**config.mk**
```make
export PLATFORM = sky130hd
export DESIGN_NAME = zero_byte_unpacker
export DESIGN_NICKNAME = d
export VERILOG_FILES = /design/src/zbu_pkg.sv /design/src/zero_byte_unpacker.sv /design/src/zbu_parse.sv /design/src/zbu_drain.sv
export SDC_FILE = /design/constraint.sdc
export NUM_CORES = 1
export LEC_CHECK = 0
export BUFFER_PORTS_ARGS = -buffer_cell sky130_fd_sc_hd__buf_2
export CAP_MARGIN = 20
export CORE_UTILIZATION = 56
export DETAILED_ROUTE_END_ITERATION = 6
export PLACE_DENSITY = 0.81
export SLEW_MARGIN = 20
export SYNTH_ARGS = -nofsm -noshare
export SYNTH_HDL_FRONTEND = slang
export SYNTH_HIERARCHICAL = 1
export SYNTH_SLANG_ARGS = --single-unit
```
**constraint.sdc**
```tcl
create_clock -name i_clk -period 8.5 [get_ports i_clk]
set_input_delay 2.125 -clock i_clk [delete_from_list [all_inputs] [get_ports i_clk]]
set_output_delay 2.125 -clock i_clk [all_outputs]
set_load 0.1 [all_outputs]
```
**src/zbu_pkg.sv**
```systemverilog
package zbu_pkg;

    // Parser phase codes
    localparam logic [1:0] PH_HEADER = 2'd0;
    localparam logic [1:0] PH_TAG    = 2'd1;
    localparam logic [1:0] PH_DATA   = 2'd2;

    // Widest group the block supports, and the width of a run length up to it
    localparam int MAX_GROUP = 8;
    localparam int CNT_W     = $clog2(MAX_GROUP + 1);

    // Request from the parser to the output buffer
    typedef struct packed {
        logic             valid;   // load a run this cycle
        logic             err;     // stream ended in header or group
        logic [CNT_W-1:0] count;   // bytes in the run (ignored on error)
    } t_emit;

endpackage

```
**src/zero_byte_unpacker.sv**
```systemverilog
// Zero-byte unpacker. Takes the packed stream one byte per transfer on the
// s_axis side (tlast on the final byte): HEADER_BYTES length bytes, most
// significant first, then groups of TAG_BYTES tag bytes plus one data byte per
// set bit of the first tag byte. Each finished group leaves on m_axis as a run
// of GROUP_BYTES bytes, the final one cut to length mod GROUP_BYTES when that
// is nonzero; tlast marks the last byte of each run. A stream that ends inside
// the header or a group gives a single byte 0 with tuser high. Header, tag and
// data bytes that finish no group are taken every cycle while the output run
// register is empty. A byte that finishes a group loads its run, of up to
// GROUP_BYTES bytes, into that register, so the next byte is taken in the
// cycle the last byte of that run transfers. Results appear in the cycle
// after the byte that causes them.
module zero_byte_unpacker #(
    parameter int GROUP_BYTES  = 8,
    parameter int HEADER_BYTES = 4,
    parameter int TAG_BYTES    = 1
) (
    input  logic       i_clk,
    input  logic       i_rst_n,
    input  logic       s_axis_tvalid,
    output logic       s_axis_tready,
    input  logic [7:0] s_axis_tdata,   // [7:0] in_byte
    input  logic       s_axis_tlast,
    output logic       m_axis_tvalid,
    input  logic       m_axis_tready,
    output logic [7:0] m_axis_tdata,   // [7:0] out_byte
    output logic       m_axis_tuser,   // [0] status
    output logic       m_axis_tlast
);
    import zbu_pkg::*;

    logic                     w_accept;
    t_emit                    w_emit;
    logic [GROUP_BYTES*8-1:0] w_group;

    assign w_accept = s_axis_tvalid && s_axis_tready;

    // Header, tag and data parsing
    zbu_parse #(
        .GROUP_BYTES (GROUP_BYTES),
        .HEADER_BYTES(HEADER_BYTES),
        .TAG_BYTES   (TAG_BYTES)
    ) u_parse (
        .i_clk   (i_clk),
        .i_rst_n (i_rst_n),
        .i_accept(w_accept),
        .i_byte  (s_axis_tdata),
        .i_eos   (s_axis_tlast),
        .o_emit  (w_emit),
        .o_group (w_group)
    );

    // Output run register
    zbu_drain #(
        .GROUP_BYTES(GROUP_BYTES)
    ) u_drain (
        .i_clk   (i_clk),
        .i_rst_n (i_rst_n),
        .i_emit  (w_emit),
        .i_group (w_group),
        .o_ready (s_axis_tready),
        .o_valid (m_axis_tvalid),
        .i_ready (m_axis_tready),
        .o_byte  (m_axis_tdata),
        .o_status(m_axis_tuser),
        .o_last  (m_axis_tlast)
    );

endmodule

```
**src/zbu_parse.sv**
```systemverilog
module zbu_parse #(
    parameter int GROUP_BYTES  = 8,
    parameter int HEADER_BYTES = 4,
    parameter int TAG_BYTES    = 1
) (
    input  logic                     i_clk,
    input  logic                     i_rst_n,
    input  logic                     i_accept,
    input  logic [7:0]               i_byte,
    input  logic                     i_eos,
    output zbu_pkg::t_emit           o_emit,
    output logic [GROUP_BYTES*8-1:0] o_group
);
    import zbu_pkg::*;

    localparam int TAILW = (GROUP_BYTES > 1) ? $clog2(GROUP_BYTES) : 1;
    localparam int HCW   = (HEADER_BYTES > 1) ? $clog2(HEADER_BYTES) : 1;
    localparam int TCW   = (TAG_BYTES > 1) ? $clog2(TAG_BYTES) : 1;
    // tail = length mod group, built a byte at a time: t' = (t*256 + b) mod G
    localparam logic [8:0]  TAIL_R = 9'(256 % GROUP_BYTES);
    localparam logic [16:0] RECIP  = 17'((65536 + GROUP_BYTES - 1) / GROUP_BYTES);

    logic [1:0]               r_phase, n_phase;
    logic [HCW-1:0]           r_hcnt, n_hcnt;
    logic [TAILW-1:0]         r_tail, n_tail;
    logic [TCW-1:0]           r_tcnt, n_tcnt;
    logic [GROUP_BYTES-1:0]   r_tag, n_tag;
    logic [GROUP_BYTES*8-1:0] r_grp, n_grp;
    t_emit                    w_emit;

    logic [8:0]  w_v;
    logic [25:0] w_prod;
    logic [9:0]  w_q;
    logic [8:0]  w_rem;

    // Running remainder: reciprocal multiply is exact for these narrow values
    assign w_v    = 9'(r_tail) * TAIL_R + {1'b0, i_byte};
    assign w_prod = 26'(w_v) * 26'(RECIP);
    assign w_q    = w_prod[25:16];
    assign w_rem  = w_v - 9'(w_q * 10'(GROUP_BYTES));

    // Next state and run request
    always_comb begin
        logic found;
        found   = 1'b0;
        n_phase = r_phase;
        n_hcnt  = r_hcnt;
        n_tail  = r_tail;
        n_tcnt  = r_tcnt;
        n_tag   = r_tag;
        n_grp   = r_grp;
        w_emit  = '0;
        if (i_accept) begin
            case (r_phase)
                PH_HEADER: begin
                    n_tail = w_rem[TAILW-1:0];
                    if (r_hcnt == HCW'(HEADER_BYTES - 1)) begin
                        n_phase = PH_TAG;
                        n_hcnt  = '0;
                        n_tcnt  = '0;
                    end else begin
                        n_hcnt = r_hcnt + 1'b1;
                        if (i_eos) begin
                            w_emit.valid = 1'b1;
                            w_emit.err   = 1'b1;
                        end
                    end
                end
                PH_TAG: begin
                    // only the first tag byte of a group carries the map
                    if (r_tcnt == '0) begin
                        n_grp = '0;
                        n_tag = i_byte[GROUP_BYTES-1:0];
                    end
                    if (r_tcnt == TCW'(TAG_BYTES - 1)) begin
                        n_tcnt = '0;
                        if (n_tag == '0) begin
                            w_emit.valid = 1'b1;
                            w_emit.count = (i_eos && r_tail != '0) ?
                                           CNT_W'(r_tail) : CNT_W'(GROUP_BYTES);
                        end else if (i_eos) begin
                            w_emit.valid = 1'b1;
                            w_emit.err   = 1'b1;
                        end else begin
                            n_phase = PH_DATA;
                        end
                    end else begin
                        n_tcnt = r_tcnt + 1'b1;
                        if (i_eos) begin
                            w_emit.valid = 1'b1;
                            w_emit.err   = 1'b1;
                        end
                    end
                end
                PH_DATA: begin
                    // data byte lands at the lowest position still waiting
                    for (int pos = 0; pos < GROUP_BYTES; pos++) begin
                        if (!found && r_tag[pos]) begin
                            found            = 1'b1;
                            n_grp[pos*8 +: 8] = i_byte;
                            n_tag[pos]       = 1'b0;
                        end
                    end
                    if (n_tag == '0) begin
                        n_phase      = PH_TAG;
                        w_emit.valid = 1'b1;
                        w_emit.count = (i_eos && r_tail != '0) ?
                                       CNT_W'(r_tail) : CNT_W'(GROUP_BYTES);
                    end else if (i_eos) begin
                        w_emit.valid = 1'b1;
                        w_emit.err   = 1'b1;
                    end
                end
                default: begin
                    n_phase = PH_HEADER;
                end
            endcase
            // end of stream returns to the start of a new stream
            if (i_eos) begin
                n_phase = PH_HEADER;
                n_hcnt  = '0;
                n_tail  = '0;
                n_tcnt  = '0;
                n_tag   = '0;
            end
        end
    end

    // Control state
    always_ff @(posedge i_clk) begin
        if (!i_rst_n) begin
            r_phase <= PH_HEADER;
            r_hcnt  <= '0;
            r_tail  <= '0;
            r_tcnt  <= '0;
            r_tag   <= '0;
        end else begin
            r_phase <= n_phase;
            r_hcnt  <= n_hcnt;
            r_tail  <= n_tail;
            r_tcnt  <= n_tcnt;
            r_tag   <= n_tag;
        end
    end

    // Group being assembled
    always_ff @(posedge i_clk) begin
        r_grp <= n_grp;
    end

    assign o_emit  = w_emit;
    assign o_group = n_grp;

endmodule

```
**src/zbu_drain.sv**
```systemverilog
module zbu_drain #(
    parameter int GROUP_BYTES = 8
) (
    input  logic                     i_clk,
    input  logic                     i_rst_n,
    input  zbu_pkg::t_emit           i_emit,
    input  logic [GROUP_BYTES*8-1:0] i_group,
    output logic                     o_ready,
    output logic                     o_valid,
    input  logic                     i_ready,
    output logic [7:0]               o_byte,
    output logic                     o_status,
    output logic                     o_last
);
    import zbu_pkg::*;

    logic [CNT_W-1:0]         r_cnt;
    logic [GROUP_BYTES*8-1:0] r_buf;
    logic                     r_err;
    logic                     w_take;

    assign o_valid = (r_cnt != '0);
    assign o_last  = (r_cnt == CNT_W'(1));
    assign w_take  = o_valid && i_ready;
    // free for a new run when empty or when the final byte leaves now
    assign o_ready = !o_valid || (w_take && o_last);

    assign o_byte   = r_buf[7:0];
    assign o_status = r_err;

    // Bytes left in the run
    always_ff @(posedge i_clk) begin
        if (!i_rst_n) begin
            r_cnt <= '0;
        end else if (i_emit.valid) begin
            r_cnt <= i_emit.err ? CNT_W'(1) : i_emit.count;
        end else if (w_take) begin
            r_cnt <= r_cnt - 1'b1;
        end
    end

    // Run payload, lowest byte out first
    always_ff @(posedge i_clk) begin
        if (i_emit.valid) begin
            r_buf <= i_emit.err ? '0 : i_group;
            r_err <= i_emit.err;
        end else if (w_take) begin
            r_buf <= r_buf >> 8;
        end
    end

endmodule

```
==> results.ini, run 1 <==
[run_status]
outcome=complete, no violations

[global_route]
antenna_found_initial=0
grt_remaining_overflow=0
grt_max_degree=66
grt_pass1_vias=4313
grt_usage_pct=25.26
grt_pass1_wl_mm=22.08

[setup_path]
cp.arrival_ns=5.14
cp_max_fo=36
crit_type=primary input to flip-flop
worstPathRequired_ns=8.57
endpoint_kind=flip-flop
start_kind=primary input

[worst_hold_path]
hp-class=flip-flop to flip-flop

[floorplanning]
core_sq_um=10940
fp.dieW_um=108.5
row_count=38
die_h_um=108.5
die_area_sq_um=11780
initial_core_util_pct=58.12
io_pins=25

[finish]
n_fill_cell=804
multi_input_area_sq_um=2475
register_area_sq_um=3613
layout-drive-gt1-share_pct=13.13
fin_nets=586
area_growth_syn_to_layout_pct=11.00
antennaDiodeCount=0
post-route-cell-area_sq_um=7056
finalCoreUtilization_pct=64.52

[sta]
rsz0062_at_grt=no
max_freq_mhz=197.3
period_needed_ns=5.067
fin_tns_setup_ns=0
relSlewSlack_pct=33.22
fin_hold_ws_ns=0.4638
finalMaxSlewViolations=0
setup_viol=0
worstMarginPinSlew_ns=0.9993
post-route-period-util_pct=59.62
finClkSkew_ns=0.006720
hold_viol=0

[job]
drv_cap=0

[detailed_routing]
drtIter0Drc=490
wire_per_inst_um=19.62
vias=4473
ant_nets=0
viasPerCell=6.221
drcViolationCount=0
drt-total-wl_mm=14.11
dr.pass1.iters=5

[cts]
ctsHoldBuffers=0
path_clk_slew_ns=0.06
htreeDepth=4
ctsLongestPathBuffers=2
cts_root_buf=clkbuf_16
cts_resized=0
cts_tree=done
cts-buffers-inserted=17
clock-sinks=148
post_cts_buffers=0
worstSkewPairLatency_ns=0.42

[yosys]
ys.flop_type=dfxtp_1
syn-cell-area_sq_um=6356
yosysSeqAreaShare_pct=56.85
synth_top_area_share_pct=30.71
synthesis.nets=591
synthTopCellsByArea=edfxtp_1 31%, dfxtp_1 26%, a22o_1 7.6%, mux2i_1 6.6%, nor2_1 3.0%
synth_edf_count=65
synth_warnings=6
ys_seq_elements=148
synth_cell_types=54
yosysTopAreaCell=edfxtp_1
syn-instance-count=571
syn_avg_cell_area_sq_um=11.13
async_reset_ff_share_pct=0

[placement]
dp_hpwl_mm=8.438
place.gp.congestion=0.8230
io_buffers=24
dpl-instance-area_sq_um=6451

[power]
ir_worst_vdd_mv=0.5142
leakagePower_uw=0.002747
p_per_area_nw_per_um2=373.6

-- cell type report --
type                    instances  share of cell area, %
clock buffers                  18                  6.083
clock inverters                14                  2.483
inverters                      10                 0.5320
multi-input cells             361                  35.08
flip-flops and latches        148                  51.21
well taps                     140                  2.483
repair buffers                 28                  2.128
-- placed cells by master, fill, tap and decap left out, drive strengths merged, types with 3 or more instances in the layout --
cell | netlist | layout
clkinvlp | 0 | 3
nand3 | 13 | 13
o21ai | 17 | 17
nor2 | 52 | 52
a22oi | 16 | 16
or4 | 3 | 3
bufinv | 0 | 3
ha | 7 | 7
dfxtp | 83 | 83
nor4 | 7 | 7
and3 | 4 | 4
o31a | 3 | 3
nand2 | 45 | 45
mux2i | 42 | 42
buf | 26 | 28
and4 | 4 | 4
nor2b | 17 | 17
edfxtp | 65 | 65
nand3b | 3 | 3
nor3 | 5 | 5
a22o | 55 | 55
inv | 10 | 14
and2 | 10 | 10
a211oi | 7 | 7
clkbuf | 26 | 18
a21oi | 25 | 25
or3b | 3 | 3
clkinv | 0 | 4
-- worst max-delay path: stages --
cell     delay (ns)
buf_2          0.18
nor4_1         0.54
nand3_1        0.13
o21ai_1        0.19
o211a_1        0.46
nor4b_2        0.15
nor2_4         0.80
buf_4          0.53
-- through the flow --
step / instances / setup slack (ns) / total power (uW)
finish: 719 / 3.433 / 2636
global route: 719 / 3.189 / 2734
CTS: 719 / 3.482 / 2638
detailed placement: 687 / 3.108 / 1883
global placement: 687 / 3.200 / 1858
floorplan: 571 / 0.7693 / 1769
-- state kept, by name (all words and copies together), names as in the netlist --
name / cells
u_drain/r_buf: 64
u_drain/o_status: 1
u_drain/r_cnt: 4
u_parse/r_phase: 2
u_parse/r_tag: 8
u_parse/r_hcnt: 2
u_parse/r_grp: 64
u_parse/r_tail: 3
-- path summary, 6_finish.rpt --
check / startpoint / endpoint / slack [ns] / cells past startpoint
setup / recovery: s_axis_tdata[4] / u_drain/r_buf[43]$_DFFE_PP_ / 3.43 / 8
hold reg to reg: u_parse/r_grp[10]$_DFF_P_ / u_parse/r_grp[10]$_DFF_P_ / 0.46 / 2
hold / removal: u_parse/r_grp[10]$_DFF_P_ / u_parse/r_grp[10]$_DFF_P_ / 0.46 / 2
setup reg to reg: u_drain/r_cnt[1]$_SDFFE_PN0P_ / u_drain/r_buf[47]$_DFFE_PP_ / 4.32 / 11
-- cells by family after synthesis --
group	Yosys count	share of synthesized area (%)
simple gates	171	13.98
flops	148	56.85
compound gates	139	16.22
buf+inv	62	4.645
mux	42	6.614
fa+ha+maj	9	1.693
-- report_power, final --
| group | switching (uW) | internal (uW) | leakage, uW |
|---|---|---|---|
| Combinational | 546 | 238 | 0.00116 |
| Sequential | 70.8 | 1020 | 0.00130 |
| Clock | 295 | 464 | 0.000288 |
-- synthesized netlist by cell type (2+ instances only) --
cell       n
inv_1     10
nand3b_1   3
nand2_1   45
and4_1     4
a22o_1    55
a211oi_1   6
or3b_2     2
mux2i_1   42
o31a_1     3
o211ai_1   2
nor2_1    50
nor4_1     5
ha_1       7
nor2_2     2
nor3_1     4
nand3_1   13
nor3b_1    2
or4_4      2
clkbuf_1  26
and2_1    10
buf_2     11
a22oi_1   16
o31ai_1    2
and3_1     4
o211a_1    2
dfxtp_1   83
buf_6      2
buf_1      4
edfxtp_1  65
o21ai_0   16
a21oi_1   25
maj3_1     2
buf_4      9
nor2b_1   17
-- per-layer routing --
metal,vias to the layer above,track usage [%],routed length (um)
met3,25,6.028,872
met1,2182,31.12,5945
met2,183,42.63,7073
met5,-,0,0
met4,0,9.942,214
li1,2083,-,-
No activity file was read; power rests on OpenSTA's default activity.
==> run 2: changes to the inputs <==
clock period = 5 ns   (was 8.5 ns; I/O delays follow)
==> run 2 against run 1 <==
Clock power up 67%. Critical path depth increased by 5. Register-to-register slack worse by 3.1 ns. Wire length shrank 3.4%. Core utilization increased by 0.31 points. Clock skew is 0.00055 ns lower.
==> results.ini, run 2 (synthesized netlist as in run 1, its figures left out) <==
[sta]
relSlewSlack_pct=48.12  ; +15 points
finClkSkew_ns=0.006170  ; -0.0005500 ns
finalMaxSlewViolations=0  ; unchanged
setup_viol=0  ; unchanged
rsz0062_at_grt=no
max_freq_mhz=268.1
post-route-period-util_pct=74.60
fin_tns_setup_ns=0  ; unchanged
period_needed_ns=3.730
worstMarginPinSlew_ns=0.7765  ; -0.2228 ns
hold_viol=0  ; unchanged

[finish]
final_cell_mix=83 x dfxtp_1, 65 x edfxtp_1, 55 x a22o_1
layout-drive-gt1-share_pct=13.06  ; -0.068 points
reg_top3=u_drain/r_buf (64), u_parse/r_grp (64), u_parse/r_tag (8)
multi_input_area_sq_um=2475  ; unchanged
fin_nets=589  ; +0.51%
post-route-cell-area_sq_um=7089  ; +0.48%
final_common_cell=dfxtp_1
n_fill_cell=776  ; -3.5%
area_growth_syn_to_layout_pct=11.54
register_area_sq_um=3613  ; unchanged
finalCoreUtilization_pct=64.83  ; +0.31 points
antennaDiodeCount=0  ; unchanged
fin_cells=722  ; +0.42%

[detailed_routing]
dr.pass1.iters=5  ; unchanged
wire_per_inst_um=18.88  ; -3.8%
drtIter0Drc=533  ; +8.8%
drt-total-wl_mm=13.63  ; -3.4%
viasPerCell=6.116  ; -1.7%
drcViolationCount=0  ; unchanged
vias=4416  ; -1.3%
ant_nets=0  ; unchanged

[global_route]
grt_usage_pct=24.58  ; -0.68 points
antenna_found_initial=0  ; unchanged
grt_max_degree=67  ; +1.5%
grt_pass1_vias=4339  ; +0.60%
grt_remaining_overflow=0  ; unchanged
grt_pass1_wl_mm=21.65  ; -1.9%

[cts]
clock-sinks=148  ; unchanged
cts-buffers-inserted=17  ; unchanged
path_clk_slew_ns=0.06  ; about the same
cts_tree=done
cts_root_buf=clkbuf_16
htreeDepth=4  ; unchanged
worstSkewPairLatency_ns=0.41  ; about the same
ctsHoldBuffers=0  ; unchanged
cts_resized=0  ; unchanged
post_cts_buffers=0  ; unchanged
ctsLongestPathBuffers=2  ; unchanged

[floorplanning]
die_area_sq_um=11780  ; unchanged
die_h_um=108.5  ; unchanged
fp.dieW_um=108.5  ; unchanged
core_sq_um=10940  ; unchanged
initial_core_util_pct=58.12  ; unchanged
io_pins=25  ; unchanged
row_count=38  ; unchanged

[placement]
dpl-instance-area_sq_um=6499  ; +0.74%
dp_hpwl_mm=7.996  ; -5.2%
io_buffers=24  ; unchanged
place_inst=690  ; +0.44%
place.gp.congestion=0.8839  ; +7.4%

[setup_path]
endpoint_kind=flip-flop
crit_type=flip-flop to flip-flop
crit_path_top_delay_cell=or3b_2
rr_endpoint=u_drain/r_buf[46]$_DFFE_PP_
slowest_delay_ns=0.50  ; -0.30 ns
cp-startpoint=u_drain/r_cnt[0]$_SDFFE_PN0P_
regToRegSetupSlack_ns=1.27  ; -3.05 ns
worstPathRequired_ns=5.16  ; -3.41 ns
cp_common_cell=buf_4
worstRegToRegCells=13  ; +2
cp.arrival_ns=3.89  ; -1.25 ns
endpoint=u_drain/r_buf[46]$_DFFE_PP_
crit_chain=inv_1 > ha_1 > or3b_2 > a21bo_2 > and2_1 > nand2_1 > buf_4 > nor2_2 > buf_4 > nand3b_1 > mux2i_1 > nor2_1 > a22o_1
start_kind=flip-flop
r2r-start=u_drain/r_cnt[0]$_SDFFE_PN0P_
cp_max_fo=12  ; -67%

[worst_hold_path]
hp-class=flip-flop to flip-flop

[run_status]
outcome=complete, no violations

[power]
p_per_area_nw_per_um2=631.2  ; +69%
ir_worst_vdd_mv=0.7668  ; +49%
leakagePower_uw=0.002767  ; +0.74%

[job]
drv_cap=0  ; unchanged

run 2: layout make-up:
type                    count  share of cell area [%]
flip-flops and latches    148                   50.97
multi-input cells         361                   34.91
clock buffers              20                   6.160
repair buffers             31                   2.789
well taps                 140                   2.471
clock inverters            12                   2.171
inverters                  10                  0.5295
run 2: worst min path at each step:
stage | start | to | slack [ns] | cells past startpoint
2_1_floorplan | u_parse/r_grp[10]$_DFF_P_ | u_parse/r_grp[10]$_DFF_P_ | 0.44 | 2
4_1_cts | u_parse/r_grp[38]$_DFF_P_ | u_parse/r_grp[38]$_DFF_P_ | 0.46 | 2
3_3_place_gp | u_parse/r_grp[39]$_DFF_P_ | u_parse/r_grp[39]$_DFF_P_ | 0.45 | 2
5_1_grt | u_parse/r_grp[35]$_DFF_P_ | u_parse/r_grp[35]$_DFF_P_ | 0.48 | 2
3_5_place_dp | u_parse/r_grp[38]$_DFF_P_ | u_parse/r_grp[38]$_DFF_P_ | 0.46 | 2
6_report | u_parse/r_grp[38]$_DFF_P_ | u_parse/r_grp[38]$_DFF_P_ | 0.46 | 2
run 2: worst max-delay path, delay by kind of cell (launching register included):
family,cells,cell delay [ns]
fa+ha+maj,1,0.20
compound gates,2,0.46
buf+inv,3,0.47
flops,1,0.36
mux,1,0.36
simple gates,6,1.62
run 2: metal layers:
layer / track usage, % / vias up / share of wire [%]
met1: 29.80 / 2104 / 42
met5: 0 / - / 0
met3: 7.052 / 22 / 7.1
met2: 41.09 / 199 / 49
met4: 9.749 / 0 / 1.5
li1: - / 2091 / -
run 2: where the power goes:
part	internal [uW]	switching (uW)	total, uW
Sequential	1730	118	1850
Clock	786	482	1270
Combinational	427	927	1350
Total	2950	1530	4470
run 2: metrics by stage:
step	setup slack, ns	total power [uW]	hold WS, ns
2_1_floorplan	0.3016	2998	0.4399
3_3_place_gp	1.113	3175	0.4468
3_5_place_dp	1.023	3221	0.4557
4_1_cts	1.293	4486	0.4638
5_1_grt	1.083	4664	0.4819
6_report	1.270	4475	0.4604
